`src/hw/rtl/mrt_pkg.sv`:
```
// Package for the multilevel radix trie map: codes, back-end states
// and fixed sizes shared by all modules. No dependencies.
`timescale 1ns / 1ps
`default_nettype none
package mrt_pkg;
  localparam int LEVEL_REGS = 4;
  localparam int LVL_W = $clog2(LEVEL_REGS);
  localparam int CNT_W = 3;
  localparam int KEY_W = 32;
  localparam int VAL_W = 32;
  localparam int CFG_IDX_W = 3;
  localparam int CFG_DATA_W = 4;

  localparam int DEF_MAX_LEVELS = 4;
  localparam int DEF_MAX_LEVEL_BITS = 8;
  localparam int DEF_INNER_NODES = 64;
  localparam int DEF_LEAF_ENTRIES = 1024;

  localparam logic OP_INSERT = 1'b0;
  localparam logic OP_LOOKUP = 1'b1;

  localparam logic [1:0] ST_OK = 2'd0;
  localparam logic [1:0] ST_MISS = 2'd1;
  localparam logic [1:0] ST_FULL = 2'd2;

  localparam logic [CFG_IDX_W-1:0] REG_LEVEL_COUNT = 3'd0;
  localparam logic [CFG_IDX_W-1:0] REG_LEVEL0_BITS = 3'd1;
  localparam logic [CFG_IDX_W-1:0] REG_LEVEL3_BITS = 3'd4;

  typedef enum logic [2:0] {
    B_CLEAR, B_IDLE, B_READ, B_CHECK, B_ALLOC, B_LEAF_WR, B_LEAF_RD, B_LEAF_OUT
  } back_state_t;
endpackage
`default_nettype wire

```
`src/hw/rtl/mrt_queue.sv`:
```
// Two-entry request queue between front and back ends.
// Depends on mrt_pkg.
`timescale 1ns / 1ps
`default_nettype none
module mrt_queue #(
  parameter int DW = 8
) (
  input  wire logic clk,
  input  wire logic rst,
  input  wire logic push,
  input  wire logic [DW-1:0] push_data,
  input  wire logic pop,
  output logic [DW-1:0] head,
  output logic [1:0] count
);
  import mrt_pkg::*;
  logic [1:0][DW-1:0] slot;
  logic rd_ptr;
  logic wr_ptr;

  assign head = slot[rd_ptr];

  always_ff @(posedge clk) begin
    if (rst) begin
      rd_ptr <= 1'b0;
      wr_ptr <= 1'b0;
      count <= 2'd0;
    end else begin
      if (push && count != 2'd2) begin
        slot[wr_ptr] <= push_data;
        wr_ptr <= ~wr_ptr;
      end
      if (pop && count != 2'd0) rd_ptr <= ~rd_ptr;
      count <= count + 2'((push && count != 2'd2) ? 1 : 0)
                     - 2'((pop && count != 2'd0) ? 1 : 0);
    end
  end
endmodule
`default_nettype wire

```
`config.mk`:
```
export PLATFORM = sky130hd
export DESIGN_NAME = mrt_queue
export DESIGN_NICKNAME = d
export VERILOG_FILES = /design/src/hw/rtl/mrt_pkg.sv /design/src/hw/rtl/mrt_queue.sv
export SDC_FILE = /design/constraint.sdc
export NUM_CORES = 1
export LEC_CHECK = 0
export BUFFER_PORTS_ARGS = -buffer_cell sky130_fd_sc_hd__clkbuf_2
export CORE_MARGIN = 4
export CORE_UTILIZATION = 45
export DETAILED_ROUTE_END_ITERATION = 7
export GPL_TIMING_DRIVEN = 1
export PLACE_DENSITY = 0.78
export SYNTH_ARGS = -nofsm -noshare
export SYNTH_HDL_FRONTEND = slang
export SYNTH_SLANG_ARGS = --single-unit
```
`constraint.sdc`:
```
create_clock -name clk -period 2.6 [get_ports clk]
set_input_delay 0.78 -clock clk [delete_from_list [all_inputs] [get_ports clk]]
set_output_delay 0.78 -clock clk [all_outputs]
set_load 0.05 [all_outputs]
```
[Word level (Yosys, flattened, before mapping)]
Cells that the tools add are included.
Word-level totals
  bits in registers: 20
  output and inout bits: 10
  logic and storage cells: 26
Cells by class
  add/sub/neg operators: 2
  magnitude comparators: 3
  equal/unequal tests: 1
  multiplexer cells: 7
  bitwise gates (word level): 3
  reductions and logical operators: 5
Operator list (number)
  $mux 8: 3
  $bwmux 16: 1
  $demux 8 s1: 1
  $lt 1x2->1 const B: 2
  $logic_and 1x1->1: 3
  $not 1->1: 3
  $add 2x1->2: 1
  $mux 1: 2
  $ne 2x2->1 const B: 1
  $reduce_and 2->1: 1
  $reduce_bool 2->1: 1
  $sub 2x1->2: 1
  $ge 1x1->1 const B: 1

[Logic depth before layout (Yosys ltp)]
  depth in word-level cells: 5
  mapped depth: 8

[Worst setup path after synthesis]
No wires, ideal clock.
  path type: in2reg
  from: input push
  to: register slot[10] (netlist name) (enable)
  library setup time: 0.385 ns
  data arrival time: 1.535 ns
  setup slack: 0.680 ns
  stages: 2
  cells stage by stage: o21ai_4 nor3b_1
On the way
  cells in the longest elaborated chain, start to end: 2
Ends and longest elaborated chain
  start: declaration: RTL line mrt_queue.sv:10  | input wire logic push,
  $logic_and 1x1->1: RTL line mrt_queue.sv:29  | if (push && count != 2'd2) begin
  $reduce_and 2->1 (no source line)
  end signal: indexed assignment: RTL line mrt_queue.sv:30  | slot[wr_ptr] <= push_data;
  end: declaration: RTL line mrt_queue.sv:17  | logic [1:0][DW-1:0] slot;
Every way passes these cells.
A chain may end at the register's enable or synchronous reset.

[Worst setup path after layout]
  from: register rd_ptr
  to: output head[7]
On the way
  cells in the longest elaborated chain, start to end: 2
Ends and longest elaborated chain
  start: declaration: RTL line mrt_queue.sv:18  | logic rd_ptr;
  start signal: assignment: RTL line mrt_queue.sv:33  | if (pop && count != 2'd0) rd_ptr <= ~rd_ptr;
  $mux 8 (not written as such) (2 in a row): RTL line mrt_queue.sv:21  | assign head = slot[rd_ptr];
  end: declaration: RTL line mrt_queue.sv:13  | output logic [DW-1:0] head,
Every way passes these cells. The select of a mux whose other input is x is not followed.

==> summary.md <==
| Metric | Value |
|---|---|
| Antenna violations before repair | `0` |
| Die area | `2500 um^2` |
| Worst VDD drop | `0.593 mV` |
| Hold Crit Class | `reg2reg` |
| Post-Synthesis Cells | `46` |
| Switching Power | `0.358 mW` |
| Yosys Warn Count | `0` |
| Row count | `14` |
| Post_cts resized | `0` |
| Worst-path clk slew | `100 ps` |
| Clock power share | `15.7%` |
| Vias per std cell | `5.09` |
| Worst EP required | `1820 ps` |
| CP peak stage delay | `580 ps` |
| Die W | `50.0 um` |
| Top-area cell type share of the netlist area | `60.6%` |
| Slew Limit Fails | `0` |
| Root Buffer | `clkbuf_4` |
| Number of fill cells in the layout | `131` |
| Vias in the first global route | `515` |
| Pint | `0.571 mW` |
| Nets | `88` |
| Num ports | `22` |
| Register bit total from synthesis | `20` |
| Die height | `50.0 um` |
| CORE AREA | `1580 um^2` |
| Critical path's slowest cell | `dfxtp_1` |
| MaxCap Viol Count | `0` |
| # port buffers | `21` |
| Synth area leader | `edfxtp_1` |
| Largest cells by area after synthesis | `edfxtp_1, mux2_2, dfxtp_1, xnor2_1, ha_1` |
| Remaining DRCs | `0` |
| Synth Cell Area | `793 um^2` |
| WS Path Type | `reg2out` |
| Status | `finished, final reports clean` |
| Final setup fails | `0` |
| Gate family responsible for the most delay along the worst path | `flip-flops` |
| First-pass GRT wire length | `2150 um` |
| Worst-path maximum fanout | `9` |
| CP endpoint kind | `primary output` |
| DP Worst Slack | `623 ps` |
| Power per cell area | `968 nW/um^2` |
| Final hold violation count | `0` |
| Hold_buf cts | `0` |
| Final ANT Viol Nets | `0` |
| Most frequent cells in the layout | `clkbuf_2, edfxtp_1, mux2_2` |
| Fin Setup TNS | `0 ps` |
| Worst Reg2Reg Path Length in Cells | `7` |
| Most common cell after layout, fill and taps aside | `clkbuf_2` |
| Sequential area share after synthesis | `70.7%` |
| CTS tree | `built` |
| Largest net degree at the start of global routing | `12` |
| LEAKAGE | `0.385 nW` |
| Min cycle time layout | `2270 ps` |
| Netlist cell types | `15` |
| Logic pwr share | `38.3%` |
| Critical Path AT | `1490 ps` |
| Postcts setup bufs | `0` |
| Layout area overhead | `21.0%` |
| GRT Total Usage | `11.5%` |
| Cell Chain, Critical Path | `mux2_2 > clkbuf_2` |
| WL/cell | `14.1 um` |
| Starting density of the core | `50.3%` |
| Worst Setup Slack, final | `329 ps` |
| Worst slew margin | `71.6%` |
| Htree depth | `1` |
| Total congestion overflow | `0` |
| Drt initial violations | `6` |
| Layout Skew | `6.69 ps` |
| Crit path buffers/inverters | `1` |
| Setup repair after global routing missed its margin | `no` |
| CTS max path bufs | `2` |
| CTS Sinks | `20` |
| Drt first pass iters | `2` |
| Layout cell share with drive strength beyond 1 | `53.4%` |
| Hold Path Depth | `2` |
| Vias post-DR | `453` |
| TritonCTS Buffers | `3` |
| Sw Ratio | `38.5%` |
| Period Utilization, post-route | `87.3%` |
| Syn Area/Cell | `17.2 um^2` |
| Max Clock Freq | `440 MHz` |
| Startpoint types | `register` |
| Placer congestion estimate | `0.686` |
| Post-Route WL | `1260 um` |
| Worst skew pair latency | `290 ps` |
| # diodes | `0` |
| Sequential share of power | `46.0%` |
| Actual slew at the worst max-slew pin | `423 ps` |
| Critical path depth | `2` |
| Syn nets | `60` |
## stage by stage
stage	hold slack [ps]	cell area, um^2	instances	total power [mW]	utilization [%]
finish	611	960	89	0.929	60.9
global route	657	960	89	0.982	60.9
CTS	613	960	89	0.938	60.9
detailed placement	586	933	85	0.795	59.2
global placement	563	933	85	0.784	59.2
floorplan	554	793	46	0.720	-
## layer usage
metal / up-vias / GRT usage [%] / share of wire [%]
met5: - / 0 / 0
met4: 0 / 2.76 / 1.1
met3: 2 / 3.61 / 4.9
met2: 11 / 21.7 / 53
met1: 218 / 11.9 / 41
li1: 222 / - / -
## state kept, by name, summed over array words and instances, names as in the netlist
| name | cells |
|---|---|
| slot | 16 |
| count | 2 |
| rd_ptr | 1 |
| wr_ptr | 1 |
## final cells by class
cell class	count	area, um^2	area share [%]
timing repair buffer	24	128	13.3
clock buffer	4	26.3	2.74
sequential	20	561	58.4
inverter	2	7.51	0.782
tap	16	20.0	2.09
multi-input combinational	23	218	22.7
## worst register-to-register path: cells and delay by family, from the launching register on
family                     cells  cell delay, ps
AOI/OAI and AO/OA              1             250
xor gates and xnor gates       2             320
adders and majority gates      2             450
buffers and inverters          1              40
DFF                            1             370
and+or+nand+nor                1              60
## cell families (layout without fill, tap and decap cells)
family / count (synthesis) / count (layout) / synth area share, %
flops: 20 / 20 / 70.7
mux: 9 / 9 / 13.2
simple gates: 7 / 7 / 4.57
xor+xnor: 3 / 3 / 3.31
buf+inv: 3 / 30 / 1.89
fa+ha+maj: 2 / 2 / 3.15
compound gates: 2 / 2 / 3.16
## synth_stat cells
cell,n
edfxtp_1,16
mux2_2,8
dfxtp_1,4
nor2_1,3
xnor2_1,3
ha_1,2
nor2b_1,2
buf_4,1
inv_1,1
inv_2,1
mux2_4,1
nor3_1,1
nor3b_1,1
o21a_2,1
o21ai_4,1
## worst paths after layout
| path | from | to | slack [ps] |
|---|---|---|---|
| worst min register to register | wr_ptr | wr_ptr | 610 |
| worst min-delay path | wr_ptr | wr_ptr | 610 |
| worst max-delay path | rd_ptr | head[7] | 330 |
| worst max register to register | count[0] | count[1] | 1010 |
## power by group through the flow
stage          registers, mW  clock network (mW)  logic, mW
3_5_place_dp           0.437                   0      0.358
5_1_grt                0.437               0.165      0.380
4_1_cts                0.430               0.149      0.360
2_1_floorplan          0.448                   0      0.271
3_3_place_gp           0.434                   0      0.349
6_report               0.428               0.146      0.355
Power figures use the tool's default switching activity.
