--- src/hw/rtl/mrt_pkg.sv ---
// Package for the multilevel radix trie map: codes, back-end states
// and fixed sizes shared by all modules. No dependencies.
`timescale 1ns / 1ps
`default_nettype none
package mrt_pkg;
  localparam int LEVEL_REGS = 4;
  localparam int LVL_W = $clog2(LEVEL_REGS);
  localparam int CNT_W = 3;
  localparam int KEY_W = 32;
  localparam int VAL_W = 32;
  localparam int CFG_IDX_W = 3;
  localparam int CFG_DATA_W = 4;

  localparam int DEF_MAX_LEVELS = 4;
  localparam int DEF_MAX_LEVEL_BITS = 8;
  localparam int DEF_INNER_NODES = 64;
  localparam int DEF_LEAF_ENTRIES = 1024;

  localparam logic OP_INSERT = 1'b0;
  localparam logic OP_LOOKUP = 1'b1;

  localparam logic [1:0] ST_OK = 2'd0;
  localparam logic [1:0] ST_MISS = 2'd1;
  localparam logic [1:0] ST_FULL = 2'd2;

  localparam logic [CFG_IDX_W-1:0] REG_LEVEL_COUNT = 3'd0;
  localparam logic [CFG_IDX_W-1:0] REG_LEVEL0_BITS = 3'd1;
  localparam logic [CFG_IDX_W-1:0] REG_LEVEL3_BITS = 3'd4;

  typedef enum logic [2:0] {
    B_CLEAR, B_IDLE, B_READ, B_CHECK, B_ALLOC, B_LEAF_WR, B_LEAF_RD, B_LEAF_OUT
  } back_state_t;
endpackage
`default_nettype wire

--- src/hw/rtl/mrt_front.sv ---
// Front end: configuration registers and key slicing of each accepted request.
// Depends on mrt_pkg.
`timescale 1ns / 1ps
`default_nettype none
module mrt_front #(
  parameter int MAX_LEVELS = mrt_pkg::DEF_MAX_LEVELS,
  parameter int MAX_LEVEL_BITS = mrt_pkg::DEF_MAX_LEVEL_BITS
) (
  input  wire logic clk,
  input  wire logic rst,
  input  wire logic cfg_write,
  input  wire logic [mrt_pkg::CFG_IDX_W-1:0] cfg_index,
  input  wire logic [mrt_pkg::CFG_DATA_W-1:0] cfg_data,
  input  wire logic [mrt_pkg::KEY_W-1:0] key,
  output logic [mrt_pkg::CNT_W-1:0] levels,
  output logic [mrt_pkg::LEVEL_REGS-1:0][MAX_LEVEL_BITS-1:0] slices
);
  import mrt_pkg::*;
  localparam int TOP = (MAX_LEVELS < LEVEL_REGS) ? MAX_LEVELS : LEVEL_REGS;

  logic [CNT_W-1:0] level_count;
  logic [LEVEL_REGS-1:0][CFG_DATA_W-1:0] level_bits;
  logic [LEVEL_REGS-1:0][CFG_DATA_W-1:0] width;
  logic [5:0] total;
  logic [5:0] acc;

  always_ff @(posedge clk) begin
    if (rst) begin
      level_count <= CNT_W'(2);
      for (int i = 0; i < LEVEL_REGS; i++) level_bits[i] <= CFG_DATA_W'(8);
    end else if (cfg_write) begin
      if (cfg_index == REG_LEVEL_COUNT) level_count <= cfg_data[CNT_W-1:0];
      else if (cfg_index >= REG_LEVEL0_BITS && cfg_index <= REG_LEVEL3_BITS)
        level_bits[LVL_W'(cfg_index - REG_LEVEL0_BITS)] <= cfg_data;
    end
  end

  // clamp levels and widths into range
  always_comb begin
    levels = level_count;
    if (levels < CNT_W'(1)) levels = CNT_W'(1);
    if (levels > CNT_W'(TOP)) levels = CNT_W'(TOP);
    for (int i = 0; i < LEVEL_REGS; i++) begin
      width[i] = level_bits[i];
      if (width[i] < CFG_DATA_W'(1)) width[i] = CFG_DATA_W'(1);
      if (width[i] > CFG_DATA_W'(MAX_LEVEL_BITS)) width[i] = CFG_DATA_W'(MAX_LEVEL_BITS);
    end
  end

  // most significant slice feeds the top level
  always_comb begin
    total = '0;
    for (int i = 0; i < LEVEL_REGS; i++)
      if (CNT_W'(i) < levels) total = total + 6'(width[i]);
    acc = '0;
    for (int i = 0; i < LEVEL_REGS; i++) begin
      acc = acc + 6'(width[i]);
      slices[i] = MAX_LEVEL_BITS'(key >> (total - acc))
                & MAX_LEVEL_BITS'(((MAX_LEVEL_BITS+1)'(1) << width[i]) - (MAX_LEVEL_BITS+1)'(1));
    end
  end
endmodule
`default_nettype wire

--- config.mk ---
export PLATFORM = sky130hd
export DESIGN_NAME = mrt_front
export DESIGN_NICKNAME = d
export VERILOG_FILES = /design/src/hw/rtl/mrt_pkg.sv /design/src/hw/rtl/mrt_front.sv
export SDC_FILE = /design/constraint.sdc
export NUM_CORES = 1
export LEC_CHECK = 0
export BUFFER_PORTS_ARGS = -buffer_cell sky130_fd_sc_hd__clkbuf_2
export CAP_MARGIN = 10
export CELL_PAD_IN_SITES_DETAIL_PLACEMENT = 1
export CELL_PAD_IN_SITES_GLOBAL_PLACEMENT = 1
export CORE_MARGIN = 2
export CORE_UTILIZATION = 46
export CTS_CLUSTER_SIZE = 25
export DETAILED_ROUTE_END_ITERATION = 12
export PLACE_DENSITY_LB_ADDON = 0.3
export SLEW_MARGIN = 20
export SYNTH_ARGS = -nofsm -noshare
export SYNTH_HDL_FRONTEND = slang
export SYNTH_SLANG_ARGS = --single-unit
--- constraint.sdc ---
create_clock -name clk -period 9.55 [get_ports clk]
set_clock_uncertainty 0.15 [all_clocks]
set_input_delay 1.4325 -clock clk [delete_from_list [all_inputs] [get_ports clk]]
set_output_delay 1.4325 -clock clk [all_outputs]
set_load 0.01 [all_outputs]
Word level (Yosys, flattened, before mapping). Index checks and enable logic that the tools add are counted.

Latch bits: 0. Input bits: 42. Bits in read-only memories: 0. Memories: 0. Logic and storage cells: 73. Memory bits (writable): 0. Bits in registers: 19.

Reductions and logical operators: 5. Multipliers: 0. Bitwise operators: 5. Add/sub/neg operators: 15. Shifts and indexed selects: 8. Mux-type cells: 17. Equality and inequality tests: 0. Order comparisons: 18. Div/mod/pow operators: 0.

Operators with widths (count): >> shifter 32 x 6 -> 8 bit (4); two-way mux 4 bit (10); bitwise AND 8 bit (4); << shifter 1 x 4 -> 8 bit (first input constant) (4); subtractor 8 x 2 -> 8 bit (second input constant) (4); adder 6 x 4 -> 6 bit (4); two-way mux 6 bit (3); bitwise mux 16 bit (1); > comparator 4 bit (second input constant) (4); less-than comparator 4 x 1 -> 1 bit (second input constant) (4); subtractor 6 bit (2); demux 4 bit (select 2 bit) (1); adder 5 x 4 -> 6 bit (1); less-than comparator 1 x 3 -> 1 bit (first input constant) (2); less-than comparator 2 x 3 -> 1 bit (first input constant) (2); two-way mux 3 bit (2); subtractor 6 x 4 -> 6 bit (1); subtractor 6 x 5 -> 6 bit (1); adder 4 x 4 -> 5 bit (1); greater-or-equal comparator 3 x 1 -> 1 bit (second input constant) (1); > comparator 3 bit (second input constant) (1); <= comparator 3 bit (second input constant) (1); logical NOT 3 bit (1); less-than comparator 2 x 3 -> 1 bit (second input constant) (1); 7 further kinds (8).

Logic depth before layout (Yosys ltp).
Word-level depth: 15. Mapped depth: 26.

Least setup slack after synthesis. Ideal clock, no wire load.

Path kind: reg2out. Start: register level_bits[7] (netlist name). End: output slices[27] (netlist name). Setup slack: 2.336 ns. Cell stages (with the launch flop): 22. Arrival time: 5.632 ns. Path through: dfxtp_1 -> clkbuf_1 -> nor2_1 -> ha_1 -> fa_1 -> nand2_1 -> o21ai_0 -> inv_1 -> fa_1 -> a21oi_1 -> fa_1 -> xnor2_1 -> a21oi_1 -> fa_1 -> ha_1 -> clkbuf_1 -> a21o_1 -> a21oi_1 -> xnor2_1 -> clkbuf_1 -> o21ai_0 -> a2111oi_2.

RTL lines: start, declared (line mrt_front.sv:22) `logic [LEVEL_REGS-1:0][CFG_DATA_W-1:0] level_bits;`; start signal, assigned by index (line mrt_front.sv:34) `level_bits[LVL_W'(cfg_index - REG_LEVEL0_BITS)] <= cfg_data;`; end, declared (line mrt_front.sv:16) `output logic [mrt_pkg::LEVEL_REGS-1:0][MAX_LEVEL_BITS-1:0] slices`.

==> run_results.csv <==
group,metric,value,unit
route,ant_nets,0,
clock_network,cts_resized,0,
hold_path,worst_hold_path.endpoint,"level_bits[2]",
clock_network,tritoncts,"done",
clock_network,cts_setup_buffers,0,
critical_path,r2r_end,"level_bits[3]",
logic_synthesis,syn_avg_cell_area,7.78,um2
clock_network,cts.sink_count,19,
route,totalWireLength,28.3,mm
clock_network,clockBufferDepth,2,
pwr,irDropWorstVdd,89.9,uV
critical_path,cp_max_fo,17,
hold_path,min_path_cells,2,
layout,diodes,0,
placed_design,place_inst,1226,
logic_synthesis,ys_types,62,
pwr,p_per_area,161,nW/um2
logic_synthesis,synth_top_area_share,15.3,%
timing,final_hold_viol_count,0,
clock_network,clk_pin_slew,0.06,ns
floorplanning,initial_core_util,47.0,%
logic_synthesis,synthCells,999,
timing,timing.hold.ws,0.455,ns
route,firstDrtPassIters,5,
logic_synthesis,synth_area,7770,um2
timing,finalMaxSlewViolations,0,
route,vias,7949,
route,wl_per_cell,23.0,um
timing,tightest_slew,1.06,ns
floorplanning,floorplan.die_area,18000,um2
clock_network,ctsHtreeMaxLevel,1,
grt,grt_pass1_vias,7980,
logic_synthesis,synth_edf_count,0,
layout,seq_area,380,um2
placed_design,preCtsSetupSlack,1.18,ns
critical_path,reg2reg_from,"level_bits[3]",
flow_run,cap_violations,0,
timing,rsz0062_at_grt,"no",
logic_synthesis,post-synth-top-count-cell,"mux2i_1",
route,avgViaCountPerCell,6.46,
pwr,power_leakage,3.56,nW
layout,syn_to_final_growth,7.18,%
logic_synthesis,yosys.area.top_type,"mux2i_1",
route,drc,0,
clock_network,insertion_delay,0.25,ns
critical_path,r2r_cells,2,
timing,max_clock_freq,115,MHz
grt,globalRoute.totalOverflow,0,
grt,grt_use_total,31.1,%
floorplanning,dieWidth,134,um
floorplanning,rows,47,
layout,multi_input_area,6900,um2
timing,min_period,8.68,ns
logic_synthesis,ys_warn_count,0,
layout,final_util,50.4,%
floorplanning,die_y,134,um
placed_design,gp_congestion,0.955,
critical_path,worst_setup_path_end_kind,"primary output",
layout,nNetsFinal,1109,
layout,n_fill_cell,2080,
outcome,status,"finished clean",
critical_path,worstSetupPathType,"reg2out",
timing,tns,0,ns
logic_synthesis,ys_seq_elements,19,
floorplanning,core-area,16500,um2
clock_network,numCtsBuffers,3,
timing,setup_ws,0.873,ns
layout,fin_cells,1230,
grt,grt_max_degree,40,
timing,setup_violations,0,
logic_synthesis,async_reset_ff_share,0,%
placed_design,io_buffers,76,
hold_path,worstHoldPathType,"reg2reg",
critical_path,crit_arrival,7.09,ns
hold_path,hold_start,"level_bits[2]",
critical_path,critPathLaunchType,"flip-flop",
floorplanning,io_pins,77,
grt,grt_pass1_wl,44.0,mm
route,drtIter0Drc,566,
critical_path,rrSetupSlack,8.17,ns
clock_network,ctsHoldBuffers,0,
critical_path,cp.required,7.97,ns
timing,min_period_over_period,90.9,%
grt,antenna_found_initial,0,
clock_network,cts_root_buf,"clkbuf_16",
logic_synthesis,synth_ff_type,"dfxtp_1",
timing,relSlewSlack,29.4,%
logic_synthesis,synth_area_leaders,"mux2i_1 15%, mux4_2 14%, ha_1 7.1%, a21oi_1 5.9%, nor2_1 5.6%",
logic_synthesis,ys_top_cells_by_count,"119 x mux2i_1, 115 x nor2_1, 92 x a21oi_1",
placed_design,dp_hpwl,21.5,mm
logic_synthesis,seq_area_frac_synth,4.89,%
layout,drive_gt1_share,21.3,%
-- flip-flops by register name, summed over array words and instances, names as in the netlist --
| name | flops |
|---|---|
| level_count | 3 |
| level_bits | 16 |
-- critical path, stage by stage, from the launching register on --
cell and delay, ns:
dfxtp_1 0.66, nor2_1 0.15, ha_1 0.24, fa_1 0.53, nand2_1 0.06, o21ai_0 0.11, inv_1 0.10, fa_1 0.46
xor2_1 0.18, a21oi_1 0.21, ha_1 0.30, nor2b_1 0.16, nor2_1 0.11, xor2_1 0.07, a21oi_1 0.54, fa_1 0.54
ha_1 0.39, or4_1 0.53, nor2_1 0.10, a211o_1 0.52, mux2i_1 0.17, a21oi_1 0.17, a21oi_1 0.08, nor4_2 0.27
clkbuf_2 0.17
-- stage by stage --
| step | area, um2 | power (mW) |
|---|---|---|
| after floorplan | 7780 | 0.936 |
| after global placement | 8230 | 1.21 |
| after detailed placement | 8230 | 1.23 |
| after CTS | 8300 | 1.33 |
| after global routing | 8330 | 1.43 |
| final | 8330 | 1.34 |
-- where the power goes --
part           switching [mW]  internal (mW)  total, mW
Combinational           0.670          0.496       1.17
Sequential            0.00525         0.0812     0.0865
Clock                  0.0307         0.0568     0.0875
-- metal layers --
metal / GRT usage (%) / up-vias / wire [um]
li1: - / 3635 / -
met1: 41.1 / 3873 / 11800
met2: 51.9 / 344 / 13100
met3: 3.85 / 97 / 2020
met4: 11.8 / 0 / 1340
met5: 0 / - / 0
-- cells in the final DEF, fill, tap and decap left out, types with 3 or more instances in the layout --
cell / instances
a2111oi_0: 3
a2111oi_2: 5
a211o_1: 4
a211oi_1: 30
a21o_1: 16
a21oi_1: 92
a31oi_1: 5
and2_1: 4
buf_4: 19
clkbuf_16: 3
clkbuf_2: 76
clkinv_1: 3
conb_1: 4
dfxtp_1: 19
fa_1: 10
ha_1: 44
inv_1: 40
mux2_2: 38
mux2i_1: 119
mux4_2: 50
nand2_1: 76
nand2b_1: 10
nand3_1: 8
nand3b_1: 6
nor2_1: 115
nor2b_1: 28
nor3_1: 25
nor3b_1: 4
o211ai_1: 8
o21a_1: 9
o21ai_0: 57
o21ai_1: 3
o22ai_1: 4
or3_1: 3
xnor2_1: 20
xor2_1: 12
xor2_2: 7
-- how the worst max path moves through the flow --
stage,start,endpoint,slack [ns]
detailed placement,level_bits[1],slices[29],1.18
floorplan,level_bits[7],slices[27],2.34
finish,level_bits[3],slices[29],0.87
global placement,level_bits[1],slices[29],1.29
CTS,level_bits[1],slices[29],0.90
global route,level_bits[1],slices[29],0.34
-- final cells by class --
type,instances,area share [%]
Clock buffer,4,0.946
Multi-Input combinational cell,847,82.9
Timing Repair Buffer,95,6.28
Sequential cell,19,4.57
Inverter,45,2.03
Tap cell,220,3.30
-- kinds of logic after synthesis --
logic type,synth area share (%)
other,0.0482
AO/OA/AOI/OAI,19.9
AND/OR/NAND/NOR,17.0
multiplexers,35.5
buffers and inverters,7.21
adder cells (fa/ha/maj),10.2
flip-flops,4.89
XOR/XNOR,5.26
Power figures use the tool's default switching activity.
